<file path="src/rtl/elfx_pkg.sv">
// ----------------------------------------------------------------------------
// elfx_pkg
// Types, relocation type codes and the type decoder shared by the x86-64
// relocation value blocks.
// ----------------------------------------------------------------------------
package elfx_pkg;

	localparam int QUEUE_DEPTH = 2;
	localparam int QUEUE_PTR_W = $clog2(QUEUE_DEPTH);
	localparam int QUEUE_CNT_W = $clog2(QUEUE_DEPTH + 1);

	localparam logic [1:0] CFG_GOT_ADDRESS         = 2'd0;
	localparam logic [1:0] CFG_SECTION_ADDRESS     = 2'd1;
	localparam logic [1:0] CFG_SECTION_FILE_OFFSET = 2'd2;

	localparam logic [1:0] NOTE_WEAK     = 2'd1;
	localparam logic [1:0] NOTE_ABSOLUTE = 2'd2;

	localparam logic [7:0] RELOC_NONE          = 8'd0;
	localparam logic [7:0] RELOC_ABS64         = 8'd1;
	localparam logic [7:0] RELOC_PC32          = 8'd2;
	localparam logic [7:0] RELOC_GOT32         = 8'd3;
	localparam logic [7:0] RELOC_PLT32         = 8'd4;
	localparam logic [7:0] RELOC_GLOB_DAT      = 8'd6;
	localparam logic [7:0] RELOC_JUMP_SLOT     = 8'd7;
	localparam logic [7:0] RELOC_GOTPCREL      = 8'd9;
	localparam logic [7:0] RELOC_ABS32         = 8'd10;
	localparam logic [7:0] RELOC_ABS32S        = 8'd11;
	localparam logic [7:0] RELOC_ABS16         = 8'd12;
	localparam logic [7:0] RELOC_PC16          = 8'd13;
	localparam logic [7:0] RELOC_ABS8          = 8'd14;
	localparam logic [7:0] RELOC_PC8           = 8'd15;
	localparam logic [7:0] RELOC_PC64          = 8'd24;
	localparam logic [7:0] RELOC_GOTOFF64      = 8'd25;
	localparam logic [7:0] RELOC_GOTPC32       = 8'd26;
	localparam logic [7:0] RELOC_GOT64         = 8'd27;
	localparam logic [7:0] RELOC_GOTPCREL64    = 8'd28;
	localparam logic [7:0] RELOC_GOTPC64       = 8'd29;
	localparam logic [7:0] RELOC_SIZE32        = 8'd32;
	localparam logic [7:0] RELOC_SIZE64        = 8'd33;
	localparam logic [7:0] RELOC_GOTPCRELX     = 8'd41;
	localparam logic [7:0] RELOC_REX_GOTPCRELX = 8'd42;

	localparam logic [3:0] BYTES_0 = 4'd0;
	localparam logic [3:0] BYTES_1 = 4'd1;
	localparam logic [3:0] BYTES_2 = 4'd2;
	localparam logic [3:0] BYTES_4 = 4'd4;
	localparam logic [3:0] BYTES_8 = 4'd8;

	typedef enum logic [1:0] {
		T1_ZERO,
		T1_S,
		T1_SYM,
		T1_GOT
	} t1_sel_t;

	typedef enum logic [1:0] {
		T3_ZERO,
		T3_P,
		T3_GOT
	} t3_sel_t;

	typedef struct packed {
		t1_sel_t    t1;
		logic       add_got;
		logic       use_addend;
		t3_sel_t    t3;
		logic [3:0] bytes;
		logic       unsupported;
	} decode_t;

	typedef struct packed {
		decode_t     dec;
		logic [63:0] s;
		logic [63:0] sym;
		logic [63:0] p;
		logic [63:0] addend;
		logic [62:0] fpos;
	} item_t;

	// The value is (T1 + optional GOT) + (optional A - T3).
	function automatic decode_t decode_op(input logic [7:0] code);
		decode_t d;
		d = '{t1: T1_ZERO, add_got: 1'b0, use_addend: 1'b0, t3: T3_ZERO,
			bytes: BYTES_0, unsupported: 1'b0};
		unique case (code) inside
			RELOC_NONE: begin
			end
			RELOC_ABS64: begin
				d.t1 = T1_S; d.use_addend = 1'b1; d.bytes = BYTES_8;
			end
			RELOC_PC32, RELOC_PLT32: begin
				d.t1 = T1_S; d.use_addend = 1'b1; d.t3 = T3_P; d.bytes = BYTES_4;
			end
			RELOC_GOT32, RELOC_SIZE32: begin
				d.t1 = T1_SYM; d.use_addend = 1'b1; d.bytes = BYTES_4;
			end
			RELOC_GLOB_DAT, RELOC_JUMP_SLOT: begin
				d.t1 = T1_S; d.bytes = BYTES_8;
			end
			RELOC_GOTPCREL, RELOC_GOTPCRELX, RELOC_REX_GOTPCRELX: begin
				d.t1 = T1_SYM; d.add_got = 1'b1; d.use_addend = 1'b1;
				d.t3 = T3_P; d.bytes = BYTES_4;
			end
			RELOC_ABS32, RELOC_ABS32S: begin
				d.t1 = T1_S; d.use_addend = 1'b1; d.bytes = BYTES_4;
			end
			RELOC_ABS16: begin
				d.t1 = T1_S; d.use_addend = 1'b1; d.bytes = BYTES_2;
			end
			RELOC_PC16: begin
				d.t1 = T1_S; d.use_addend = 1'b1; d.t3 = T3_P; d.bytes = BYTES_2;
			end
			RELOC_ABS8: begin
				d.t1 = T1_S; d.use_addend = 1'b1; d.bytes = BYTES_1;
			end
			RELOC_PC8: begin
				d.t1 = T1_S; d.use_addend = 1'b1; d.t3 = T3_P; d.bytes = BYTES_1;
			end
			RELOC_PC64: begin
				d.t1 = T1_S; d.use_addend = 1'b1; d.t3 = T3_P; d.bytes = BYTES_8;
			end
			RELOC_GOTOFF64: begin
				d.t1 = T1_S; d.use_addend = 1'b1; d.t3 = T3_GOT; d.bytes = BYTES_8;
			end
			RELOC_GOTPC32: begin
				d.t1 = T1_GOT; d.use_addend = 1'b1; d.t3 = T3_P; d.bytes = BYTES_4;
			end
			RELOC_GOT64, RELOC_SIZE64: begin
				d.t1 = T1_SYM; d.use_addend = 1'b1; d.bytes = BYTES_8;
			end
			RELOC_GOTPCREL64: begin
				d.t1 = T1_SYM; d.add_got = 1'b1; d.use_addend = 1'b1;
				d.t3 = T3_P; d.bytes = BYTES_8;
			end
			RELOC_GOTPC64: begin
				d.t1 = T1_GOT; d.use_addend = 1'b1; d.t3 = T3_P; d.bytes = BYTES_8;
			end
			default: begin
				d.unsupported = 1'b1;
			end
		endcase
		return d;
	endfunction

endpackage

</file>
<file path="src/rtl/elfx_front.sv">
// ----------------------------------------------------------------------------
// elfx_front
// Accepts relocation records, decodes the type and forms S, P and the file
// position into one registered stage.
// ----------------------------------------------------------------------------
module elfx_front (
	input  logic                 clk,
	input  logic                 arst_n,
	input  logic                 in_valid,
	output logic                 in_ready,
	input  logic [7:0]           op,
	input  logic [1:0]           symbol_note,
	input  logic signed [63:0]   addend,
	input  logic [63:0]          symbol_value,
	input  logic [63:0]          symbol_section_base,
	input  logic [63:0]          patch_offset,
	input  logic [63:0]          section_address,
	input  logic [62:0]          section_file_offset,
	output logic                 item_valid,
	input  logic                 item_ready,
	output elfx_pkg::item_t      item
);
	import elfx_pkg::*;

	logic        v_s1;
	item_t       item_s1;
	logic [63:0] s_sum;

	assign in_ready   = !v_s1 || item_ready;
	assign item_valid = v_s1;
	assign item       = item_s1;

	always_comb begin
		case (symbol_note)
			NOTE_WEAK:     s_sum = '0;
			NOTE_ABSOLUTE: s_sum = symbol_value;
			default:       s_sum = symbol_section_base + symbol_value;
		endcase
	end

	always_ff @(posedge clk or negedge arst_n) begin
		if (!arst_n) begin
			v_s1 <= 1'b0;
		end else if (in_ready) begin
			v_s1 <= in_valid;
		end
	end

	always_ff @(posedge clk) begin
		if (in_ready && in_valid) begin
			item_s1.dec    <= decode_op(op);
			item_s1.s      <= s_sum;
			item_s1.sym    <= symbol_value;
			item_s1.p      <= section_address + patch_offset;
			item_s1.addend <= $unsigned(addend);
			item_s1.fpos   <= section_file_offset + patch_offset[62:0];
		end
	end

`ifndef SYNTHESIS
	a_stall_holds: assert property (@(posedge clk) disable iff (!arst_n)
		v_s1 && !item_ready |=> v_s1 && $stable(item_s1))
		else $error("front stage changed while stalled");
`endif

endmodule

</file>
<file path="src/rtl/elfx_queue.sv">
// ----------------------------------------------------------------------------
// elfx_queue
// Short queue of decoded records between the front and the back.
// ----------------------------------------------------------------------------
module elfx_queue (
	input  logic                 clk,
	input  logic                 arst_n,
	input  logic                 push_valid,
	output logic                 push_ready,
	input  elfx_pkg::item_t      push_item,
	output logic                 pop_valid,
	input  logic                 pop_ready,
	output elfx_pkg::item_t      pop_item
);
	import elfx_pkg::*;

	item_t                  entry_q [QUEUE_DEPTH];
	logic [QUEUE_PTR_W-1:0] wr_ptr_q;
	logic [QUEUE_PTR_W-1:0] rd_ptr_q;
	logic [QUEUE_CNT_W-1:0] count_q;
	logic                   push;
	logic                   pop;

	assign push_ready = (count_q != QUEUE_CNT_W'(QUEUE_DEPTH));
	assign pop_valid  = (count_q != '0);
	assign pop_item   = entry_q[rd_ptr_q];
	assign push       = push_valid && push_ready;
	assign pop        = pop_valid && pop_ready;

	always_ff @(posedge clk or negedge arst_n) begin
		if (!arst_n) begin
			wr_ptr_q <= '0;
			rd_ptr_q <= '0;
			count_q  <= '0;
		end else begin
			if (push) begin
				wr_ptr_q <= (wr_ptr_q == QUEUE_PTR_W'(QUEUE_DEPTH - 1)) ? '0 : wr_ptr_q + 1'b1;
			end
			if (pop) begin
				rd_ptr_q <= (rd_ptr_q == QUEUE_PTR_W'(QUEUE_DEPTH - 1)) ? '0 : rd_ptr_q + 1'b1;
			end
			if (push && !pop) begin
				count_q <= count_q + 1'b1;
			end else if (pop && !push) begin
				count_q <= count_q - 1'b1;
			end
		end
	end

	always_ff @(posedge clk) begin
		if (push) begin
			entry_q[wr_ptr_q] <= push_item;
		end
	end

`ifndef SYNTHESIS
	a_count_bound: assert property (@(posedge clk) disable iff (!arst_n)
		count_q <= QUEUE_CNT_W'(QUEUE_DEPTH))
		else $error("queue count beyond depth");
	a_count_grows: assert property (@(posedge clk) disable iff (!arst_n)
		push && !pop |=> count_q == $past(count_q) + 1'b1)
		else $error("queue count did not follow a push");
`endif

endmodule

</file>
<file path="src/rtl/elfx_back.sv">
// ----------------------------------------------------------------------------
// elfx_back
// Forms the patch value in two add stages and holds the result for the
// receiver.
// ----------------------------------------------------------------------------
module elfx_back (
	input  logic                 clk,
	input  logic                 arst_n,
	input  logic                 item_valid,
	output logic                 item_ready,
	input  elfx_pkg::item_t      item,
	input  logic [63:0]          got_address,
	output logic                 out_valid,
	input  logic                 out_ready,
	output logic [63:0]          patch_value,
	output logic [3:0]           patch_bytes,
	output logic [62:0]          file_position,
	output logic                 unsupported
);
	import elfx_pkg::*;

	logic        v_b1;
	logic [63:0] u_b1;
	logic [63:0] w_b1;
	logic [3:0]  bytes_b1;
	logic [62:0] fpos_b1;
	logic        unsup_b1;
	logic        v_b2;
	logic        adv_b1;
	logic        adv_b2;
	logic [63:0] t1;
	logic [63:0] t2;
	logic [63:0] t3;
	logic [63:0] a_term;

	assign adv_b2     = !v_b2 || out_ready;
	assign adv_b1     = !v_b1 || adv_b2;
	assign item_ready = adv_b1;
	assign out_valid  = v_b2;

	always_comb begin
		case (item.dec.t1)
			T1_S:    t1 = item.s;
			T1_SYM:  t1 = item.sym;
			T1_GOT:  t1 = got_address;
			default: t1 = '0;
		endcase
		case (item.dec.t3)
			T3_P:    t3 = item.p;
			T3_GOT:  t3 = got_address;
			default: t3 = '0;
		endcase
		t2     = item.dec.add_got ? got_address : '0;
		a_term = item.dec.use_addend ? item.addend : '0;
	end

	always_ff @(posedge clk or negedge arst_n) begin
		if (!arst_n) begin
			v_b1 <= 1'b0;
			v_b2 <= 1'b0;
		end else begin
			if (adv_b1) begin
				v_b1 <= item_valid;
			end
			if (adv_b2) begin
				v_b2 <= v_b1;
			end
		end
	end

	always_ff @(posedge clk) begin
		if (adv_b1 && item_valid) begin
			u_b1     <= t1 + t2;
			w_b1     <= a_term - t3;
			bytes_b1 <= item.dec.bytes;
			fpos_b1  <= item.fpos;
			unsup_b1 <= item.dec.unsupported;
		end
		if (adv_b2 && v_b1) begin
			patch_value   <= u_b1 + w_b1;
			patch_bytes   <= bytes_b1;
			file_position <= fpos_b1;
			unsupported   <= unsup_b1;
		end
	end

`ifndef SYNTHESIS
	a_unsup_zero: assert property (@(posedge clk) disable iff (!arst_n)
		v_b2 && unsupported |-> patch_bytes == BYTES_0 && patch_value == '0)
		else $error("unsupported record produced a patch");
	a_result_held: assert property (@(posedge clk) disable iff (!arst_n)
		v_b2 && !out_ready |=> v_b2)
		else $error("result dropped while stalled");
`endif

endmodule

</file>
<file path="src/rtl/elf_x86_64_relocation_value.sv">
// ----------------------------------------------------------------------------
// elf_x86_64_relocation_value
// Computes the patch value, width and file position of x86-64 relocations.
// ----------------------------------------------------------------------------
// Usage:
// Records enter on the in_valid / in_ready channel, one beat per record, and
// results leave on the out_valid / out_ready channel, one beat per record, in
// order. The GOT address, section address and section file offset are set
// through cfg_write / cfg_index / cfg_data; the user must write them only
// while no record is in flight, which the block does not enforce; an index
// beyond the last register is ignored.
// One record is accepted every cycle while the receiver takes results; the
// front stage, a two-entry queue and two back add stages make up the path,
// and the 64-bit adders in each stage set the cycle.
// When the receiver stalls, the result stays on the outputs and the queue
// and front stage fill before in_ready falls.
// Reset clears the configuration registers to zero and empties the pipeline.
// ----------------------------------------------------------------------------
module elf_x86_64_relocation_value (
	input  logic                 clk,
	input  logic                 arst_n,
	input  logic                 cfg_write,
	input  logic [1:0]           cfg_index,
	input  logic [63:0]          cfg_data,
	input  logic                 in_valid,
	output logic                 in_ready,
	input  logic [7:0]           op,
	input  logic [1:0]           symbol_note,
	input  logic signed [63:0]   addend,
	input  logic [63:0]          symbol_value,
	input  logic [63:0]          symbol_section_base,
	input  logic [63:0]          patch_offset,
	output logic                 out_valid,
	input  logic                 out_ready,
	output logic [63:0]          patch_value,
	output logic [3:0]           patch_bytes,
	output logic [62:0]          file_position,
	output logic                 unsupported
);
	import elfx_pkg::*;

	logic [63:0] got_address_q;
	logic [63:0] section_address_q;
	logic [62:0] section_file_offset_q;
	logic        front_valid;
	logic        front_ready;
	item_t       front_item;
	logic        back_valid;
	logic        back_ready;
	item_t       back_item;

	always_ff @(posedge clk or negedge arst_n) begin
		if (!arst_n) begin
			got_address_q         <= '0;
			section_address_q     <= '0;
			section_file_offset_q <= '0;
		end else if (cfg_write) begin
			case (cfg_index)
				CFG_GOT_ADDRESS:         got_address_q         <= cfg_data;
				CFG_SECTION_ADDRESS:     section_address_q     <= cfg_data;
				CFG_SECTION_FILE_OFFSET: section_file_offset_q <= cfg_data[62:0];
				default: begin
				end
			endcase
		end
	end

	elfx_front u_front (
		.clk                 (clk),
		.arst_n              (arst_n),
		.in_valid            (in_valid),
		.in_ready            (in_ready),
		.op                  (op),
		.symbol_note         (symbol_note),
		.addend              (addend),
		.symbol_value        (symbol_value),
		.symbol_section_base (symbol_section_base),
		.patch_offset        (patch_offset),
		.section_address     (section_address_q),
		.section_file_offset (section_file_offset_q),
		.item_valid          (front_valid),
		.item_ready          (front_ready),
		.item                (front_item)
	);

	elfx_queue u_queue (
		.clk        (clk),
		.arst_n     (arst_n),
		.push_valid (front_valid),
		.push_ready (front_ready),
		.push_item  (front_item),
		.pop_valid  (back_valid),
		.pop_ready  (back_ready),
		.pop_item   (back_item)
	);

	elfx_back u_back (
		.clk           (clk),
		.arst_n        (arst_n),
		.item_valid    (back_valid),
		.item_ready    (back_ready),
		.item          (back_item),
		.got_address   (got_address_q),
		.out_valid     (out_valid),
		.out_ready     (out_ready),
		.patch_value   (patch_value),
		.patch_bytes   (patch_bytes),
		.file_position (file_position),
		.unsupported   (unsupported)
	);

endmodule
</file>
<file path="config.mk">
export PLATFORM = sky130hd
export DESIGN_NAME = elf_x86_64_relocation_value
export DESIGN_NICKNAME = d
export VERILOG_FILES = /design/src/rtl/elfx_pkg.sv /design/src/rtl/elfx_front.sv /design/src/rtl/elfx_queue.sv /design/src/rtl/elfx_back.sv /design/src/rtl/elf_x86_64_relocation_value.sv
export SDC_FILE = /design/constraint.sdc
export NUM_CORES = 2
export LEC_CHECK = 0
export BUFFER_PORTS_ARGS = -buffer_cell sky130_fd_sc_hd__buf_2
export CAP_MARGIN = 25
export CORE_UTILIZATION = 50
export DETAILED_ROUTE_END_ITERATION = 8
export PLACE_DENSITY = 0.7
export SKIP_LAST_GASP = 1
export SYNTH_ARGS = -nofsm -noshare
export SYNTH_HDL_FRONTEND = slang
export SYNTH_SLANG_ARGS = --single-unit
</file>
<file path="constraint.sdc">
create_clock -name clk -period 14.33 [get_ports clk]
set_clock_uncertainty 0.15 [all_clocks]
set_input_delay 2.866 -clock clk [delete_from_list [all_inputs] [get_ports clk]]
set_output_delay 2.866 -clock clk [all_outputs]
set_load 0.01 [all_outputs]
</file>
* Yosys cells after proc, flatten, opt, wreduce, memory -nomap -nowiden
Memories as Yosys holds them, arrays and structs flattened.
Index checks and enable logic that the tools add are counted.
** Storage, ports and cells
- Register bits after elaboration :: 856
- Memory bits (writable) :: 660
- Input port bits :: 337
- Output and inout port bits :: 134
- Word-level logic and storage cells :: 122
- Memories :: 1
** Operators by class
- Add/subtract/negate cells :: 10
- Equality and inequality tests :: 33
- Mux-type cells :: 17
- Reductions and logical operators :: 32
** Memories
- u_queue.entry_q :: words 2, bits a word 330, read ports 1, clocked after Yosys merged registers in 0, write ports 1, RTL line elfx_queue.sv:17 : item_t entry_q [QUEUE_DEPTH];
** Operators with widths (count)
- 64-bit adder :: 4
- 64-bit case mux with 2 select lines :: 2
- 64-bit case mux with 3 select lines :: 1
- 64-bit two-way mux :: 2
- 64-bit subtractor :: 1
- 63-bit adder :: 1
- 8-bit by 4-bit == test with 1-bit output (second input constant) :: 7
- 8-bit by 5-bit == test with 1-bit output (second input constant) :: 6
- 8-bit by 6-bit == test with 1-bit output (second input constant) :: 4
- 8-bit by 3-bit == test with 1-bit output (second input constant) :: 3
- 24-bit OR reduction :: 1
- 21-bit OR reduction :: 1
- 8-bit by 2-bit == test with 1-bit output (second input constant) :: 2
- 4-bit case mux with 4 select lines :: 1
- 13-bit OR reduction :: 1
- 11-bit OR reduction :: 1
- 2-bit == test (second input constant) :: 5
- 10-bit OR reduction :: 1
- 9-bit OR reduction :: 1
- 2-bit by 1-bit == test with 1-bit output (second input constant) :: 4
- 8-bit by 1-bit == test with 1-bit output (second input constant) :: 1
- 8-bit logical NOT :: 1
- 8-bit OR reduction :: 1
- 1-bit two-way mux :: 7
- 15 further kinds :: 33

* Longest topological paths before layout
- Depth after elaboration :: 7
- Depth in mapped cells :: 26

* Hierarchy
Synthesis repeated with hierarchy kept, for this count alone.
** Second synthesis, totals
- Cells, all modules :: 6118
- Area, all modules :: 79696.4 µm²
** Modules (own cells, without submodules)
- elfx_queue :: times used 1, cells each 1045, area each 25339.3 µm²
- elfx_back :: times used 1, cells each 2427, area each 24239.5 µm²
- elfx_front :: times used 1, cells each 2240, area each 22296.4 µm²
- elf_x86_64_relocation_value :: times used 1, cells each 406, area each 7821.3 µm²

* Worst setup path before layout
OpenSTA, ideal clock, no wires.
- Kind :: reg-to-reg
- Start :: reg u_queue.count_q[0]
- End :: mem u_queue.entry_q[0][0] in the netlist's numbering, enable pin
- Setup time :: 1028 ps
- Arrival :: 14292 ps
- Required time :: 13152 ps
- Slack :: -1139 ps
- Stages on the path, launching flop included :: 4
- Path buffers :: 0
- Period minus slack after synthesis :: 15469 ps
- Cell sequence :: dfrtp_1 -> nand2b_1 -> nand2_1 -> nor2_1
** Between the ends
- Longest elaborated chain between the ends :: 4
** RTL lines
- from (decl) :: RTL line elfx_queue.sv:20 : logic [QUEUE_CNT_W-1:0] count_q;
- from (signal assigned) :: RTL line elfx_queue.sv:43 : count_q <= count_q + 1'b1;
- from (signal assigned) :: RTL line elfx_queue.sv:45 : count_q <= count_q - 1'b1;
- 2-bit inequality test :: RTL line elfx_queue.sv:24 : assign push_ready = (count_q != QUEUE_CNT_W'(QUEUE_DEPTH));
- 1-bit logical AND :: RTL line elfx_queue.sv:27 : assign push = push_valid && push_ready;
- 1-bit two-way mux :: RTL line elfx_queue.sv:51 : if (push) begin
- 1-bit two-way mux (implied by the code) :: RTL line elfx_queue.sv:52 : entry_q[wr_ptr_q] <= push_item;
- to (decl) :: RTL line elfx_queue.sv:17
No other way between the ends.

* Final worst setup path
- Start :: reg u_queue.rd_ptr_q
- End :: reg u_back.w_b1[62], data pin
** Between the ends
- Longest elaborated chain between the ends :: 4
** RTL lines
- from (decl) :: RTL line elfx_queue.sv:19 : logic [QUEUE_PTR_W-1:0] rd_ptr_q;
- from (signal assigned) :: RTL line elfx_queue.sv:40 : rd_ptr_q <= (rd_ptr_q == QUEUE_PTR_W'(QUEUE_DEPTH - 1)) ? '0 : rd_ptr_q + 1'b1;
- memory read 2 x 330 bit *
- 2-bit == test / 2-bit by 1-bit == test with 1-bit output (equally long branches) :: RTL line elfx_back.sv:48 : case (item.dec.t3)
- 64-bit case mux with 2 select lines :: RTL line elfx_back.sv:48
- 64-bit subtractor * :: RTL line elfx_back.sv:74 : w_b1 <= a_term - t3;
- to (signal assigned) :: RTL line elfx_back.sv:74
- to (decl) :: RTL line elfx_back.sv:24 : logic [63:0] w_b1;
Mark *: on every way between the ends. The rest lies on a longest branch, timed or not.
A chain may end at the register's enable or synchronous reset.

==> flow_summary.ini <==
[final_layout]
nNetsFinal = 7195
fin_cells = 8661
final_common_cell = edfxtp_1
drive_gt1_share_pct = 17.92
area.growth.synth_to_final_pct = 12.84
fin_util_pct = 57.11
mostFrequentLayoutCells = edfxtp_1, a21oi_1, buf_2

[critical_path]
critical_path_class = register to register
worstPathRequired_ns = 14.71
crit_arrival_ns = 7.33
cp-end-kind = register
start_kind = register
path_max_fanout = 64

[synthesis]
yosysTopAreaCellShare_pct = 51.91
synth-edff-count = 1318
synth_seq_cells = 1516
synth.avg_cell_area_um2 = 12.56
synth_top_area_cell = edfxtp_1
synth_nets = 6793
seq_area_frac_synth_pct = 58.41
ys.flop_type = edfxtp_1
syn_inst = 6069
synthesis.area_um2 = 76250
synth.area.top_cells = edfxtp_1, dfrtp_1, ha_1
synth.distinct_cells = 89
ys_async_sr_fraction_pct = 13.06
synth.yosys.warnings = 0

[timing]
finalHoldViolations = 0
worst_slew_pin_slew_ns = 1.196
grt_setup_unrepaired = false
setup_ws_ns = 7.387
fin_crit_ns = 6.943
finalCritPeriodShare_pct = 48.45
relSlewSlack_pct = 20.29
setup_viol = 0
setup_tns_ns = 0
timing.hold.ws_ns = 0.2620
fmax_ghz = 0.1440
slew_viol_final = 0

[placement]
gp_congestion = 0.9511
hpwl_mm = 161.1
io_buffers = 470
placedCellCount = 8326
dp_slack_ns = 7.099

[detailed_routing]
drt_pre_antenna_iters = 6
drc = 0
ant_nets = 0
first_iter_violations = 4827
routedWlPerCell_um = 24.71
wl_mm = 214.0
vias = 51180
vias_per_cell = 5.909

[grt]
grt_overflow = 0
grtUsageMet3_pct = 6.372
grt_usage_pct = 27.43
grt_max_degree = 143
met2_usage_pct = 38.12
grt_pass1_vias = 49220
grt_pass1_wl_mm = 312.5
antenna_found_initial = 83
use_met1_pct = 42.10
grt.busiest_layer = met1

[power_and_ir_drop]
power_density_nw_per_um2 = 255.9
leakagePower_nw = 33.89
ir_drop_uv = 234.2

[die]
initial_core_util_pct = 50.61
fp.coreArea_um2 = 150700
die_w_um = 392.5
die_area_um2 = 154100
die-height_um = 392.5
rows = 142
ios = 471

[clock_network]
cts_tree = yes
postCtsSetupRepairBufs = 0
hold_buffers = 0
htree_levels = 4
cts_buffers = 158
post_cts_resized = 0
clkSlewWorstSetupHoldPaths_ns = 0.06
clk_path_buf_depth = 3
clk_latency_ns = 0.80
clock-root-buffer = clkbuf_16
numClockSinks = 1516

[worst_hold_path]
hold_path.class = register to register

[flow_run]
maxCapViolCount = 0

[outcome]
status = completed
[flip-flops by register name, summed over array words and instances (netlist names), 64 cells and up]
name                flops
got_address_q          64
section_address_q      64
u_back.patch_value     64
u_back.u_b1            64
u_back.w_b1            64
u_front.item          330
u_queue.entry_q       660
[cells by family (layout without fill, tap and decap cells)]
group,after synthesis,count (layout),synth area share [%]
AND/OR/NAND/NOR,1302,1302,8.290
other,0,43,0
XOR/XNOR,350,350,4.020
multiplexers,526,526,7.440
flip-flops,1516,1516,58.41
buffers and inverters,395,928,1.956
AO/OA/AOI/OAI,1592,1592,13.46
adder cells (fa/ha/maj),388,388,6.423
[Yosys cell counts (all sizes together), types with 10 or more instances]
library cell  count
a41oi            11
o21ai           275
o2111ai          10
or2              72
nand3            89
a211oi           30
a221o            13
a21boi           16
ha              381
mux2i           200
o211ai           26
and4             11
nand2b           60
and3             35
o21bai           80
a221oi           14
nand2           337
xor2            141
inv             123
o31a             10
mux2            326
a22oi            65
nor2            345
clkbuf          229
xnor2           209
nor4             14
o21a             37
nor3             60
or3              21
a21o            283
a21oi           489
nor2b           115
o31ai            31
edfxtp         1318
buf              43
dfrtp           198
nand4            92
a31oi            40
and2             26
o22ai            66
[final cells by class]
| cell class | instances | area [um^2] |
|---|---|---|
| fill | 12510 | 64620 |
| sequential | 1516 | 44540 |
| multi-input combinational | 4158 | 30300 |
| clock buffer | 201 | 4242 |
| timing repair buffer | 514 | 2774 |
| tap | 2016 | 2522 |
| clock inverter | 90 | 1087 |
| inverter | 123 | 469.2 |
| antenna | 43 | 107.6 |
[worst max-delay path: stages (launching register included)]
cell,delay (ns)
dfrtp_4,0.79
mux2i_1,0.30
ha_2,0.20
buf_4,0.66
a22oi_1,0.20
nor2_1,0.15
ha_1,0.31
inv_1,0.10
fa_1,0.49
a211oi_1,0.27
nor2_1,0.12
o31ai_1,0.28
nand3_1,0.21
o31ai_1,0.78
a21oi_1,0.29
o211a_1,0.30
o21a_1,0.19
o211a_1,0.26
o211a_1,0.22
a2111o_1,0.38
[report_power, final]
part / internal (W) / switching, W / leakage [nW]
clock network: 0.00247 / 0.00173 / 2.55
registers: 0.00712 / 0.000646 / 14.9
logic: 0.00358 / 0.00647 / 16.4
[routing by layer]
| layer | share of wire (%) | vias up |
|---|---|---|
| met5 | 0.14 | - |
| met4 | 2.8 | 48 |
| met3 | 9.0 | 333 |
| met2 | 41 | 1878 |
| met1 | 47 | 25030 |
| li1 | - | 23890 |
[worst paths after layout]
| kind | from | to | slack (ns) | cells past startpoint |
|---|---|---|---|---|
| min in group asynchronous | arst_n | u_queue.count_q[1] | 2.00 | 1 |
| worst max register to register | u_queue.rd_ptr_q | u_back.w_b1[62] | 7.39 | 19 |
| worst min register to register | u_back.fpos_b1[52] | u_back.file_position[52] | 0.26 | 0 |
| max in group asynchronous | arst_n | section_address_q[49] | 10.57 | 2 |
| worst min-delay path | u_back.fpos_b1[52] | u_back.file_position[52] | 0.26 | 0 |
| worst max-delay path | u_queue.rd_ptr_q | u_back.w_b1[62] | 7.39 | 19 |
[metrics by stage]
stage | total power [W] | area [um^2]
6_report | 0.02201 | 86040
5_1_grt | 0.02320 | 85970
4_1_cts | 0.02196 | 85920
3_5_place_dp | 0.01771 | 80590
3_3_place_gp | 0.01762 | 80560
2_1_floorplan | 0.01462 | 76250
Power figures use the tool's default switching activity.
